**src/hw/rtl/nnsa_pkg.sv**
```systemverilog
// shared types, constants and helpers of the nearest-neighbour scaler address unit
package nnsa_pkg;

   localparam int MAX_DIMENSION = 4096;
   localparam int FRACTION_BITS = 8;

   localparam int POS_W  = 12;
   localparam int SIZE_W = 13;
   localparam int ORG_W  = 24;
   localparam int EXT_W  = 24;
   localparam int ADDR_W = 24;
   localparam int QUO_W  = 12;
   localparam int NUM_W  = 26;
   localparam int PROD_W = EXT_W + SIZE_W;
   localparam int MUL_W  = QUO_W + SIZE_W;

   localparam int CSR_ADDR_W = 5;
   localparam int CSR_DATA_W = 32;
   localparam int CSR_INDEX_W = 3;

   localparam int HALF_PIXEL = 1 << (FRACTION_BITS - 1);

   typedef enum logic [CSR_INDEX_W-1:0] {
      REG_SAMPLING_MODE,
      REG_SRC_WIDTH,
      REG_SRC_HEIGHT,
      REG_ORIGIN_HORIZONTAL,
      REG_ORIGIN_VERTICAL,
      REG_EXTENT_HORIZONTAL,
      REG_EXTENT_VERTICAL
   } csr_index_type;

   typedef struct packed {
      logic [POS_W-1:0] dest_col;
      logic [POS_W-1:0] dest_row;
   } req_type;

   typedef struct packed {
      logic [QUO_W-1:0]  texel_col;
      logic [QUO_W-1:0]  texel_row;
      logic [ADDR_W-1:0] texel_address;
   } rsp_type;

   typedef struct packed {
      logic              sampling_mode;
      logic [SIZE_W-1:0] src_width;
      logic [SIZE_W-1:0] src_height;
      logic [ORG_W-1:0]  origin_horizontal;
      logic [ORG_W-1:0]  origin_vertical;
      logic [EXT_W-1:0]  extent_horizontal;
      logic [EXT_W-1:0]  extent_vertical;
   } csr_type;

   typedef struct packed {
      logic              sampling_mode;
      logic [SIZE_W-1:0] size;
      logic [ORG_W-1:0]  origin;
      logic [EXT_W-1:0]  extent;
   } axis_cfg_type;

   // source sizes above the maximum saturate
   function automatic logic [SIZE_W-1:0] eff_size(input logic [SIZE_W-1:0] size);
      logic [SIZE_W-1:0] limit;
      limit = SIZE_W'(MAX_DIMENSION);
      return (size > limit) ? limit : size;
   endfunction

endpackage

```
**src/hw/rtl/nnsa_csr.sv**
```systemverilog
// configuration register file with apb-style access
module nnsa_csr (
   input  logic                              clock,
   input  logic                              reset,
   input  logic                              csr_psel,
   input  logic                              csr_penable,
   input  logic                              csr_pwrite,
   input  logic [nnsa_pkg::CSR_ADDR_W-1:0]   csr_paddr,
   input  logic [nnsa_pkg::CSR_DATA_W-1:0]   csr_pwdata,
   output logic [nnsa_pkg::CSR_DATA_W-1:0]   csr_prdata,
   output logic                              csr_pready,
   output nnsa_pkg::csr_type                 cfg
);
   import nnsa_pkg::*;

   csr_type       cfg_ff;
   csr_type       cfg_in;
   csr_index_type index;
   logic          write_en;

   assign csr_pready = 1'b1;
   assign write_en   = csr_psel && csr_penable && csr_pwrite && csr_pready;
   assign index      = csr_index_type'(csr_paddr[CSR_ADDR_W-1:2]);
   assign cfg        = cfg_ff;

   always_comb begin
      cfg_in = cfg_ff;
      if (write_en) begin
         unique case (index)
            REG_SAMPLING_MODE:     cfg_in.sampling_mode     = csr_pwdata[0];
            REG_SRC_WIDTH:         cfg_in.src_width         = csr_pwdata[SIZE_W-1:0];
            REG_SRC_HEIGHT:        cfg_in.src_height        = csr_pwdata[SIZE_W-1:0];
            REG_ORIGIN_HORIZONTAL: cfg_in.origin_horizontal = csr_pwdata[ORG_W-1:0];
            REG_ORIGIN_VERTICAL:   cfg_in.origin_vertical   = csr_pwdata[ORG_W-1:0];
            REG_EXTENT_HORIZONTAL: cfg_in.extent_horizontal = csr_pwdata[EXT_W-1:0];
            REG_EXTENT_VERTICAL:   cfg_in.extent_vertical   = csr_pwdata[EXT_W-1:0];
            default:               cfg_in = cfg_ff;
         endcase
      end
   end

   always_ff @(posedge clock) begin
      if (reset) begin
         cfg_ff.sampling_mode     <= 1'b0;
         cfg_ff.src_width         <= SIZE_W'(1);
         cfg_ff.src_height        <= SIZE_W'(1);
         cfg_ff.origin_horizontal <= '0;
         cfg_ff.origin_vertical   <= '0;
         cfg_ff.extent_horizontal <= EXT_W'(1 << FRACTION_BITS);
         cfg_ff.extent_vertical   <= EXT_W'(1 << FRACTION_BITS);
      end else begin
         cfg_ff <= cfg_in;
      end
   end

   always_comb begin
      unique case (index)
         REG_SAMPLING_MODE:     csr_prdata = CSR_DATA_W'(cfg_ff.sampling_mode);
         REG_SRC_WIDTH:         csr_prdata = CSR_DATA_W'(cfg_ff.src_width);
         REG_SRC_HEIGHT:        csr_prdata = CSR_DATA_W'(cfg_ff.src_height);
         REG_ORIGIN_HORIZONTAL: csr_prdata = CSR_DATA_W'(cfg_ff.origin_horizontal);
         REG_ORIGIN_VERTICAL:   csr_prdata = CSR_DATA_W'(cfg_ff.origin_vertical);
         REG_EXTENT_HORIZONTAL: csr_prdata = CSR_DATA_W'(cfg_ff.extent_horizontal);
         REG_EXTENT_VERTICAL:   csr_prdata = CSR_DATA_W'(cfg_ff.extent_vertical);
         default:               csr_prdata = '0;
      endcase
   end

   mode_write_lands: assert property (@(posedge clock) disable iff (reset)
      write_en && (index == REG_SAMPLING_MODE)
      |=> cfg_ff.sampling_mode == $past(csr_pwdata[0]))
      else $error("sampling mode write lost");

endmodule

```
**src/hw/rtl/nnsa_axis.sv**
```systemverilog
// one axis: fixed-point offset, scale multiply, pipelined restoring division and clamp
module nnsa_axis (
   input  logic                         clock,
   input  logic                         reset,
   input  logic                         in_valid,
   input  logic [nnsa_pkg::POS_W-1:0]   pos,
   input  nnsa_pkg::axis_cfg_type       cfg,
   output logic                         out_valid,
   output logic [nnsa_pkg::QUO_W-1:0]   index
);
   import nnsa_pkg::*;

   // offset stage
   logic [NUM_W-1:0]  pos_fx;
   logic [NUM_W-1:0]  half_fx;
   logic [NUM_W-1:0]  org_fx;
   logic [NUM_W-1:0]  num;
   logic              num_pos;
   logic              zero_s1_in;
   logic              sat_s1_in;
   logic              valid_s1_ff;
   logic              zero_s1_ff;
   logic              sat_s1_ff;
   logic [EXT_W-1:0]  num_s1_ff;

   // multiply stage feeds division stage 0
   logic [PROD_W-1:0] prod_in;

   logic              valid_ff [0:QUO_W];
   logic              zero_ff  [0:QUO_W];
   logic              sat_ff   [0:QUO_W];
   logic [QUO_W-1:0]  quo_ff   [0:QUO_W];
   logic [EXT_W-1:0]  rem_ff   [0:QUO_W-1];
   logic [QUO_W-1:0]  low_ff   [0:QUO_W-1];

   logic [EXT_W:0]    trial    [0:QUO_W-1];
   logic [EXT_W:0]    diff     [0:QUO_W-1];
   logic              ge       [0:QUO_W-1];

   logic [SIZE_W-1:0] size_m1;
   logic [QUO_W-1:0]  index_in;
   logic [QUO_W-1:0]  index_ff;
   logic              out_valid_ff;

   always_comb begin
      pos_fx     = NUM_W'({pos, {FRACTION_BITS{1'b0}}});
      half_fx    = cfg.sampling_mode ? NUM_W'(HALF_PIXEL) : '0;
      org_fx     = {{(NUM_W-ORG_W){cfg.origin[ORG_W-1]}}, cfg.origin};
      num        = pos_fx + half_fx - org_fx;
      num_pos    = !num[NUM_W-1] && (num != '0);
      zero_s1_in = (cfg.size == '0) || (cfg.extent == '0) || !num_pos;
      // num >= extent means the quotient reaches the source size
      sat_s1_in  = !zero_s1_in && (num >= NUM_W'(cfg.extent));
   end

   always_ff @(posedge clock) begin
      if (reset) begin
         valid_s1_ff <= 1'b0;
         zero_s1_ff  <= 1'b0;
         sat_s1_ff   <= 1'b0;
      end else begin
         valid_s1_ff <= in_valid;
         zero_s1_ff  <= zero_s1_in;
         sat_s1_ff   <= sat_s1_in;
      end
   end

   always_ff @(posedge clock) begin
      num_s1_ff <= num[EXT_W-1:0];
   end

   assign prod_in = PROD_W'(num_s1_ff) * PROD_W'(cfg.size);

   always_comb begin
      for (int i = 0; i < QUO_W; i++) begin
         trial[i] = {rem_ff[i], low_ff[i][QUO_W-1]};
         diff[i]  = trial[i] - {1'b0, cfg.extent};
         ge[i]    = trial[i] >= {1'b0, cfg.extent};
      end
   end

   always_ff @(posedge clock) begin
      if (reset) begin
         for (int i = 0; i <= QUO_W; i++) begin
            valid_ff[i] <= 1'b0;
            zero_ff[i]  <= 1'b0;
            sat_ff[i]   <= 1'b0;
         end
      end else begin
         valid_ff[0] <= valid_s1_ff;
         zero_ff[0]  <= zero_s1_ff;
         sat_ff[0]   <= sat_s1_ff;
         for (int i = 0; i < QUO_W; i++) begin
            valid_ff[i+1] <= valid_ff[i];
            zero_ff[i+1]  <= zero_ff[i];
            sat_ff[i+1]   <= sat_ff[i];
         end
      end
   end

   // the high part of the product is already below the extent, one quotient bit per stage
   always_ff @(posedge clock) begin
      rem_ff[0] <= prod_in[QUO_W+EXT_W-1:QUO_W];
      low_ff[0] <= prod_in[QUO_W-1:0];
      quo_ff[0] <= '0;
      for (int i = 0; i < QUO_W; i++) begin
         quo_ff[i+1] <= {quo_ff[i][QUO_W-2:0], ge[i]};
      end
      for (int i = 0; i < QUO_W - 1; i++) begin
         rem_ff[i+1] <= ge[i] ? diff[i][EXT_W-1:0] : trial[i][EXT_W-1:0];
         low_ff[i+1] <= {low_ff[i][QUO_W-2:0], 1'b0};
      end
   end

   always_comb begin
      size_m1 = cfg.size - SIZE_W'(1);
      priority if (zero_ff[QUO_W]) begin
         index_in = '0;
      end else if (sat_ff[QUO_W]) begin
         index_in = size_m1[QUO_W-1:0];
      end else begin
         index_in = quo_ff[QUO_W];
      end
   end

   always_ff @(posedge clock) begin
      if (reset) begin
         out_valid_ff <= 1'b0;
      end else begin
         out_valid_ff <= valid_ff[QUO_W];
      end
   end

   always_ff @(posedge clock) begin
      index_ff <= index_in;
   end

   assign out_valid = out_valid_ff;
   assign index     = index_ff;

   flags_exclusive: assert property (@(posedge clock) disable iff (reset)
      $onehot0({zero_ff[QUO_W], sat_ff[QUO_W]}))
      else $error("zero and saturate both flagged");

endmodule

```
**src/hw/rtl/nnsa_addr.sv**
```systemverilog
// linear source address: row times pitch, then plus column, into the result register
module nnsa_addr (
   input  logic                          clock,
   input  logic                          reset,
   input  logic                          in_valid,
   input  logic [nnsa_pkg::QUO_W-1:0]    col,
   input  logic [nnsa_pkg::QUO_W-1:0]    row,
   input  logic [nnsa_pkg::SIZE_W-1:0]   pitch,
   output logic                          rsp_valid,
   output nnsa_pkg::rsp_type             rsp_data
);
   import nnsa_pkg::*;

   logic [MUL_W-1:0]  mul_in;
   logic              valid_a_ff;
   logic [ADDR_W-1:0] mul_a_ff;
   logic [QUO_W-1:0]  col_a_ff;
   logic [QUO_W-1:0]  row_a_ff;
   logic [ADDR_W-1:0] addr_in;
   logic              rsp_valid_ff;
   rsp_type           rsp_data_ff;

   assign mul_in  = MUL_W'(row) * MUL_W'(pitch);
   assign addr_in = mul_a_ff + ADDR_W'(col_a_ff);

   always_ff @(posedge clock) begin
      if (reset) begin
         valid_a_ff   <= 1'b0;
         rsp_valid_ff <= 1'b0;
      end else begin
         valid_a_ff   <= in_valid;
         rsp_valid_ff <= valid_a_ff;
      end
   end

   always_ff @(posedge clock) begin
      mul_a_ff                  <= mul_in[ADDR_W-1:0];
      col_a_ff                  <= col;
      row_a_ff                  <= row;
      rsp_data_ff.texel_col     <= col_a_ff;
      rsp_data_ff.texel_row     <= row_a_ff;
      rsp_data_ff.texel_address <= addr_in;
   end

   assign rsp_valid = rsp_valid_ff;
   assign rsp_data  = rsp_data_ff;

   two_stage_latency: assert property (@(posedge clock) disable iff (reset)
      rsp_valid |-> $past(in_valid, 2))
      else $error("result strobe without a matching transaction");

endmodule

```
**src/hw/rtl/nearest_neighbour_scaler_addr_unit.sv**
```systemverilog
// top level of the nearest-neighbour scaler address unit
// Takes one transaction per clock (busy is always low) and raises rsp_valid for its result;
// results leave in order and the receiver cannot stall them. Each transaction passes, in
// each axis, an offset stage, a multiply stage, twelve restoring-division stages giving one
// quotient bit each and a clamp stage, then two stages that form the linear address.
// Registers must be written through the csr port only while no transaction is in flight;
// the user is bound by this, and the block itself does not enforce it.
module nearest_neighbour_scaler_addr_unit (
   input  logic                              clock,
   input  logic                              reset,
   input  logic                              start,
   output logic                              busy,
   input  nnsa_pkg::req_type                 req_data,
   output logic                              rsp_valid,
   output nnsa_pkg::rsp_type                 rsp_data,
   input  logic                              csr_psel,
   input  logic                              csr_penable,
   input  logic                              csr_pwrite,
   input  logic [nnsa_pkg::CSR_ADDR_W-1:0]   csr_paddr,
   input  logic [nnsa_pkg::CSR_DATA_W-1:0]   csr_pwdata,
   output logic [nnsa_pkg::CSR_DATA_W-1:0]   csr_prdata,
   output logic                              csr_pready
);
   import nnsa_pkg::*;

   csr_type           cfg;
   axis_cfg_type      cfg_x;
   axis_cfg_type      cfg_y;
   logic              accept;
   logic              col_valid;
   logic              row_valid;
   logic [QUO_W-1:0]  col;
   logic [QUO_W-1:0]  row;

   assign busy   = 1'b0;
   assign accept = start && !busy;

   nnsa_csr u_csr (
      .clock       (clock),
      .reset       (reset),
      .csr_psel    (csr_psel),
      .csr_penable (csr_penable),
      .csr_pwrite  (csr_pwrite),
      .csr_paddr   (csr_paddr),
      .csr_pwdata  (csr_pwdata),
      .csr_prdata  (csr_prdata),
      .csr_pready  (csr_pready),
      .cfg         (cfg)
   );

   always_comb begin
      cfg_x.sampling_mode = cfg.sampling_mode;
      cfg_x.size          = eff_size(cfg.src_width);
      cfg_x.origin        = cfg.origin_horizontal;
      cfg_x.extent        = cfg.extent_horizontal;
      cfg_y.sampling_mode = cfg.sampling_mode;
      cfg_y.size          = eff_size(cfg.src_height);
      cfg_y.origin        = cfg.origin_vertical;
      cfg_y.extent        = cfg.extent_vertical;
   end

   nnsa_axis u_axis_x (
      .clock     (clock),
      .reset     (reset),
      .in_valid  (accept),
      .pos       (req_data.dest_col),
      .cfg       (cfg_x),
      .out_valid (col_valid),
      .index     (col)
   );

   nnsa_axis u_axis_y (
      .clock     (clock),
      .reset     (reset),
      .in_valid  (accept),
      .pos       (req_data.dest_row),
      .cfg       (cfg_y),
      .out_valid (row_valid),
      .index     (row)
   );

   nnsa_addr u_addr (
      .clock     (clock),
      .reset     (reset),
      .in_valid  (col_valid),
      .col       (col),
      .row       (row),
      .pitch     (cfg_x.size),
      .rsp_valid (rsp_valid),
      .rsp_data  (rsp_data)
   );

   axes_in_step: assert property (@(posedge clock) disable iff (reset)
      col_valid == row_valid)
      else $error("axis pipelines out of step");

endmodule
```
**config.mk**
```make
export PLATFORM = sky130hd
export DESIGN_NAME = nearest_neighbour_scaler_addr_unit
export DESIGN_NICKNAME = d
export VERILOG_FILES = /design/src/hw/rtl/nnsa_pkg.sv /design/src/hw/rtl/nnsa_csr.sv /design/src/hw/rtl/nnsa_axis.sv /design/src/hw/rtl/nnsa_addr.sv /design/src/hw/rtl/nearest_neighbour_scaler_addr_unit.sv
export SDC_FILE = /design/constraint.sdc
export NUM_CORES = 2
export LEC_CHECK = 0
export ABC_CLOCK_PERIOD_IN_PS = 11700
export BUFFER_PORTS_ARGS = -buffer_cell sky130_fd_sc_hd__buf_2
export CORE_UTILIZATION = 35
export CTS_CLUSTER_DIAMETER = 60
export DETAILED_ROUTE_END_ITERATION = 7
export GPL_TIMING_DRIVEN = 0
export SYNTH_ARGS = -nofsm -noshare
export SYNTH_HDL_FRONTEND = slang
export SYNTH_SLANG_ARGS = --single-unit
```
**constraint.sdc**
```tcl
create_clock -name clock -period 11.7 [get_ports clock]
set_input_delay 1.17 -clock clock [delete_from_list [all_inputs] [get_ports clock]]
set_output_delay 1.17 -clock clock [all_outputs]
set_load 0.01 [all_outputs]
```
== After elaboration in Yosys (flattened, before gate mapping) ==
Memory sizes are Yosys's and may differ from the RTL's. A register that Yosys moved wholly into a read port is not among the register bits.
Index checks and enable logic that the tools add are counted.
Word-level totals
  output and inout bits: 83
  memories kept: 11
  RAM bits: 1241
  register bits after elaboration: 298
  bits of input ports: 67
  logic and storage cells: 292
Cells by class
  $mul: 3
  order comparisons: 28
  muxes and demuxes: 96
  add/sub/neg operators: 29
  reductions and logical operators: 30
  equal/unequal tests: 6
  bitwise operators: 65
Memories
  u_axis_x.rem_ff: words 12, bits a word 24, read ports 12, clocked after memory_dff 0, wr ports 12, line nnsa_axis.sv:33  | logic [EXT_W-1:0] rem_ff [0:QUO_W-1];
  u_axis_y.rem_ff: words 12, bits a word 24, read ports 12, clocked after memory_dff 0, wr ports 12, line nnsa_axis.sv:33
  u_axis_x.quo_ff: words 13, bits a word 12, read ports 13, clocked after memory_dff 0, wr ports 13, line nnsa_axis.sv:32  | logic [QUO_W-1:0] quo_ff [0:QUO_W];
  u_axis_y.quo_ff: words 13, bits a word 12, read ports 13, clocked after memory_dff 0, wr ports 13, line nnsa_axis.sv:32
  u_axis_x.low_ff: words 12, bits a word 12, read ports 12, clocked after memory_dff 0, wr ports 12, line nnsa_axis.sv:34  | logic [QUO_W-1:0] low_ff [0:QUO_W-1];
  u_axis_y.low_ff: words 12, bits a word 12, read ports 12, clocked after memory_dff 0, wr ports 12, line nnsa_axis.sv:34
  +5 memories
Operators by type and width (number)
  greater-or-equal comparator 25 x 24 -> 1 bit: 24
  two-way mux 24 bit: 22
  subtractor 24 bit: 22
  case mux 24 bit (7 select lines): 1
  multiplier 24 x 13 -> 36 bit: 2
  two-way mux 1 bit: 68
  OR 1 bit: 65
  adder 20 x 26 -> 26 bit: 2
  greater-or-equal comparator 26 x 24 -> 1 bit: 2
  nonzero test 26 bit: 2
  subtractor 26 bit: 2
  zero test 24 bit: 2
  greater-than comparator 13 bit (second input constant): 2
  zero test 13 bit: 2
  two-way mux 13 bit: 2
  adder 24 x 12 -> 24 bit: 1
  multiplier 12 x 13 -> 24 bit: 1
  two-way mux 12 bit: 2
  subtractor 12 x 1 -> 12 bit (second input constant): 2
  AND reduction 2 bit: 7
  == test 3 bit (second input constant): 3
  two-way mux 8 bit: 1
  == test 3 x 2 -> 1 bit (second input constant): 2
  logical AND 1 bit: 6
  other kinds (4): 12

== Longest topological paths before layout ==
  depth after elaboration: 9
  gate-level depth with buffers: 28
  mapped depth without buffers: 27

== Cells and area by module ==
Synthesis repeated with hierarchy kept, for this count alone.
Unflattened totals
  cell total of the unflattened synthesis: 9837
  area total of the unflattened synthesis: 90596.9 sq um
Modules (own cells, without submodules)
  nnsa_axis at u_axis_x: area each 38486.9 sq um, times used 1, sequential area each 10470.0 sq um, cells each 4204
  nnsa_axis at u_axis_y: area each 38127.8 sq um, times used 1, sequential area each 10470.0 sq um, cells each 4202
  nnsa_addr: area each 7793.7 sq um, times used 1, sequential area each 1961.9 sq um, cells each 821
  nnsa_csr: area each 5944.5 sq um, times used 1, sequential area each 2462.4 sq um, cells each 580
  nearest_neighbour_scaler_addr_unit: area each 244.0 sq um, times used 1, sequential area each 0.0 sq um, cells each 30

== Worst setup path after synthesis ==
OpenSTA, ideal clock, no wires.
  path type: register to register
  start point: register u_csr.cfg_ff (netlist bit u_csr.cfg[114])
  end point: memory u_axis_x.rem_ff[0][22]
  arrival time: 6860 ps
  setup time: 72 ps
  data required time: 11628 ps
  setup slack: 4767 ps
  cell stages (with the launch flop): 27
  path through: dfxtp_1 -> or4_1 -> or4_1 -> o21ai_1 -> clkbuf_1 -> and3_1 -> fa_1 -> inv_1 -> fa_1 -> inv_1 -> fa_1 -> fa_1 -> inv_1 -> fa_1 -> inv_1 -> ha_1 -> and3_1 -> a221oi_1 -> o211ai_1 -> a31oi_1 -> o21ai_0 -> a211oi_1 -> nor2_1 -> o221ai_1 -> o21ai_0 -> a21oi_1 -> xnor2_1
RTL lines
  from (decl): line nnsa_csr.sv:16  | csr_type cfg_ff;
  from (signal assigned): line nnsa_csr.sv:52  | cfg_ff <= cfg_in;
  to (decl): line nnsa_axis.sv:33

==> run_results.csv <==
group,metric,value,unit
power,vdd_drop_max,0.192,mV
logic_synthesis,yosysWarnings,0,
logic_synthesis,synth_top_family_by_area,"adder cells",
floorplan,num_rows,183,
power,p_int,0.0139,W
critical_path,path_max_fanout,10,
timing,fin_crit,9.56,ns
placed_design,dp_hpwl,213000,microns
drt,vias,71400,
logic_synthesis,synth_edf_count,0,
placed_design,port_buffers,127,
floorplan,start_util,35.3,%
placed_design,gp_congestion,0.931,
global_route,grt_max_degree,17,
floorplan,coreArea,249000,sq um
critical_path,rr_worst_depth,26,
outcome,violations,"capacitance limit, slew limit",
clocking,clk_pin_slew,0.06,ns
drt,ant_nets,0,
clocking,insertion_delay,0.79,ns
timing,fin_crit_sh,81.7,%
critical_path,slowest_delay,1.03,ns
logic_synthesis,yosysSeqAreaShare,28.4,%
clocking,cts_buffers,147,
cells_and_area,drive_gt1_share,6.30,%
power,pwr-share-clk,20.3,%
logic_synthesis,async_flop_share,0,%
timing,finalSetupTns,0,ns
drt,drc,0,
global_route,grtUsageTotal,21.4,%
logic_synthesis,ys.flop_type,"dfxtp_1",
drt,routed_wl,276000,microns
drt,wire_per_inst,20.2,microns
critical_path,critPathLaunchType,"register",
timing,fin_skew,0.0287,ns
logic_synthesis,synthAdderAreaFrac,26.5,%
drt,first_pass_iters,8,
logic_synthesis,ys_ff_latch,1252,
timing,final_hold_viol_count,0,
timing,slew_viol_final,15,
timing,tightest_slew,1.51,ns
power,p_leak,43.3,nW
logic_synthesis,synthXorXnorAreaFrac,5.45,%
cells_and_area,area_growth,11.4,%
critical_path,crit_top_cell,"fa_1",
flow_run,cap_violations,1,
timing,slew_headroom,-1.03,%
logic_synthesis,netlist_area,88100,sq um
worst_hold_path,whs_endpoint,"u_axis_y.quo_ff[0][75]",
critical_path,r2r_slack,2.14,ns
logic_synthesis,ys_types,85,
clocking,cts_tree,"built",
critical_path,required,12.30,ns
timing,finalSetupViolCount,0,
floorplan,die_y,504,microns
drt,drtIter0Drc,4868,
clocking,htree_num_levels,4,
clocking,cts_resized,0,
worst_hold_path,hold_start,"u_axis_y.quo_ff[0][62]",
critical_path,arrival,10.16,ns
floorplan,io_pins,150,
critical_path,crit_type,"register to register",
logic_synthesis,synth_cells,9913,
critical_path,endpoint_kind,"register",
clocking,cts.sinks,1252,
cells_and_area,fin_nets,11800,
global_route,antenna_found_initial,34,
global_route,grt_overflow,0,
logic_synthesis,synth_area_per_cell,8.89,sq um
floorplan,die_area,254000,sq um
worst_hold_path,hp-class,"register to register",
global_route,grt_pass1_vias,72000,
critical_path,r2r-end,"u_axis_x.rem_ff[0][22]",
clocking,hold_buffers,0,
power,netSwitchingPower,0.00963,W
clocking,cts_setup_buffers,0,
power,sw_frac_of_total,41.0,%
logic_synthesis,synth_compound_area_share,14.3,%
outcome,status,"complete, but fails checks",
timing,max_freq,0.105,GHz
clocking,cts_root_buffer,"clkbuf_16",
logic_synthesis,synthMuxAreaShare,3.24,%
drt,viasPerCell,5.22,
global_route,grt_pass1_wl,423000,microns
worst_hold_path,whs_path_depth,0,
power,p_seq_share,28.8,%
critical_path,slowest_stage,"o21ai_1",
power,power,0.0235,W
critical_path,r2r-start,"u_csr.cfg[115]",
floorplan,die_w,504,microns
clocking,cts_buffer_depth,3,
timing,rsz0062_at_grt,"false",
power,power_density,239,nW/um^2
logic_synthesis,yosys.area_share.simple,16.0,%
power,combPwrFrac,50.9,%
[power by group through the flow]
| stage | sequential [W] | clock [W] | combinational [W] |
|---|---|---|---|
| 6_report | 0.00676 | 0.00476 | 0.0120 |
| 5_1_grt | 0.00687 | 0.00506 | 0.0133 |
| 4_1_cts | 0.00676 | 0.00487 | 0.0119 |
| 3_5_place_dp | 0.00683 | 0 | 0.0118 |
| 3_3_place_gp | 0.00682 | 0 | 0.0116 |
| 2_1_floorplan | 0.00637 | 0 | 0.00913 |
[sequential cells by signal, summed over array words and instances (netlist names), 24 cells and up]
register and cells:
u_addr.mul_a_ff 24, u_addr.rsp_data 48, u_axis_x.low_ff 78, u_axis_x.num_s1_ff 24
u_axis_x.quo_ff 78, u_axis_x.rem_ff 288, u_axis_y.low_ff 78, u_axis_y.num_s1_ff 24
u_axis_y.quo_ff 78, u_axis_y.rem_ff 288, u_csr.cfg 123
[placed cells by master, fill, tap and decap left out, types with 44 or more instances in the layout]
cell type  instances
dfxtp_1         1250
nand2_1         1103
inv_1           1052
ha_1             886
a21oi_1          704
fa_1             614
nor2_1           522
o21ai_0          436
xnor2_1          364
clkbuf_1         331
and2_1           322
a21o_1           248
nor2b_1          224
mux2_2           199
xor2_1           184
clkbuf_16        149
nor3_1           139
buf_2            129
nand2b_1         128
nand3_1          106
o21a_1            95
nand4_1           92
and3_1            81
mux2i_1           61
a211oi_1          60
o21bai_1          52
a31oi_1           51
or3_1             49
o31ai_1           49
nor4_1            47
a21boi_0          44
[critical path: cells and delay by family, from the launching register on]
kind | cells | cell delay (ns)
AO/OA/AOI/OAI | 9 | 3.75
XOR/XNOR | 1 | 0.33
adder cells (fa/ha/maj) | 6 | 2.63
buffers and inverters | 5 | 0.75
flip-flops | 1 | 0.41
AND/OR/NAND/NOR | 5 | 1.51
[metal layers]
layer | wire length (microns) | vias to the layer above | global-route usage, %
li1 | - | 34000 | -
met1 | 113000 | 34700 | 25.8
met2 | 132000 | 2173 | 36.6
met3 | 16500 | 571 | 3.82
met4 | 14100 | 12 | 10.1
met5 | 81 | - | 0
[cell type report]
cell class                      count  area [sq um]
Inverter                         1056          3960
Sequential cell                  1252         25100
Clock buffer                      180          4010
Multi-Input combinational cell   7268         57800
Timing Repair Buffer              129           683
Tap cell                         3330          4170
Clock inverter                     86          1070
Antenna cell                       29          72.6
Buffer                            345          1350
Fill cell                       24900        151000
[worst max-delay path by stage]
stage	endpoint	startpoint	cells after the start	slack, ns
6_report	u_axis_x.rem_ff[0][22]	u_csr.cfg[115]	26	2.14
5_1_grt	u_axis_x.rem_ff[0][22]	u_csr.cfg[115]	26	1.83
4_1_cts	u_axis_x.rem_ff[0][22]	u_csr.cfg[115]	26	2.31
2_1_floorplan	u_axis_x.rem_ff[0][22]	u_csr.cfg[114]	26	4.77
3_3_place_gp	u_axis_x.rem_ff[0][22]	u_csr.cfg[115]	26	2.47
3_5_place_dp	u_axis_x.rem_ff[0][22]	u_csr.cfg[115]	26	2.40
[Yosys cell counts, types with 29 or more instances]
cell	instances	area share, %
o211ai_1	29	0.25
o31ai_1	49	0.42
a31oi_1	51	0.36
a21oi_1	704	4.0
mux2_2	199	2.5
o21ai_0	436	2.5
and3_1	81	0.58
inv_1	1056	4.5
nor4_1	47	0.33
a21o_1	248	2.1
ha_1	886	13
fa_1	614	14
nand2b_1	128	0.91
nand3_1	106	0.60
a211oi_1	60	0.51
xor2_1	184	1.8
a21boi_0	44	0.37
or3_1	49	0.35
nor2_1	522	2.2
clkbuf_1	316	1.3
o21bai_1	52	0.44
nand2_1	1103	4.7
nand4_1	92	0.65
o21a_1	95	0.81
mux2i_1	61	0.69
nor2b_1	224	1.6
xnor2_1	364	3.6
and2_1	322	2.3
dfxtp_1	1252	28
nor3_1	139	0.79
[cell families (layout without fill, tap and decap cells)]
family                     Yosys count  after routing
muxes                              260            260
DFF                               1252           1252
and+or+nand+nor                   2922           2922
AOI/OAI and AO/OA                 2027           2027
buffers and inverters             1401           1796
xor gates and xnor gates           548            548
adders and majority gates         1501           1501
other                                2             39
[stage by stage]
| step | setup slack (ns) | hold WS [ns] | utilization, % | std cells | instance area (sq um) |
|---|---|---|---|---|---|
| floorplan | 4.77 | 0.310 | - | 9921 | 88100 |
| global placement | 2.47 | 0.311 | 37.3 | 13400 | 92900 |
| detailed placement | 2.40 | 0.312 | 37.3 | 13400 | 93000 |
| CTS | 2.31 | 0.302 | 39.3 | 13600 | 98100 |
| global route | 1.83 | 0.316 | 39.3 | 13700 | 98100 |
| finish | 2.14 | 0.310 | 39.4 | 13700 | 98100 |
Note: power is estimated with default switching activity, not from simulation.
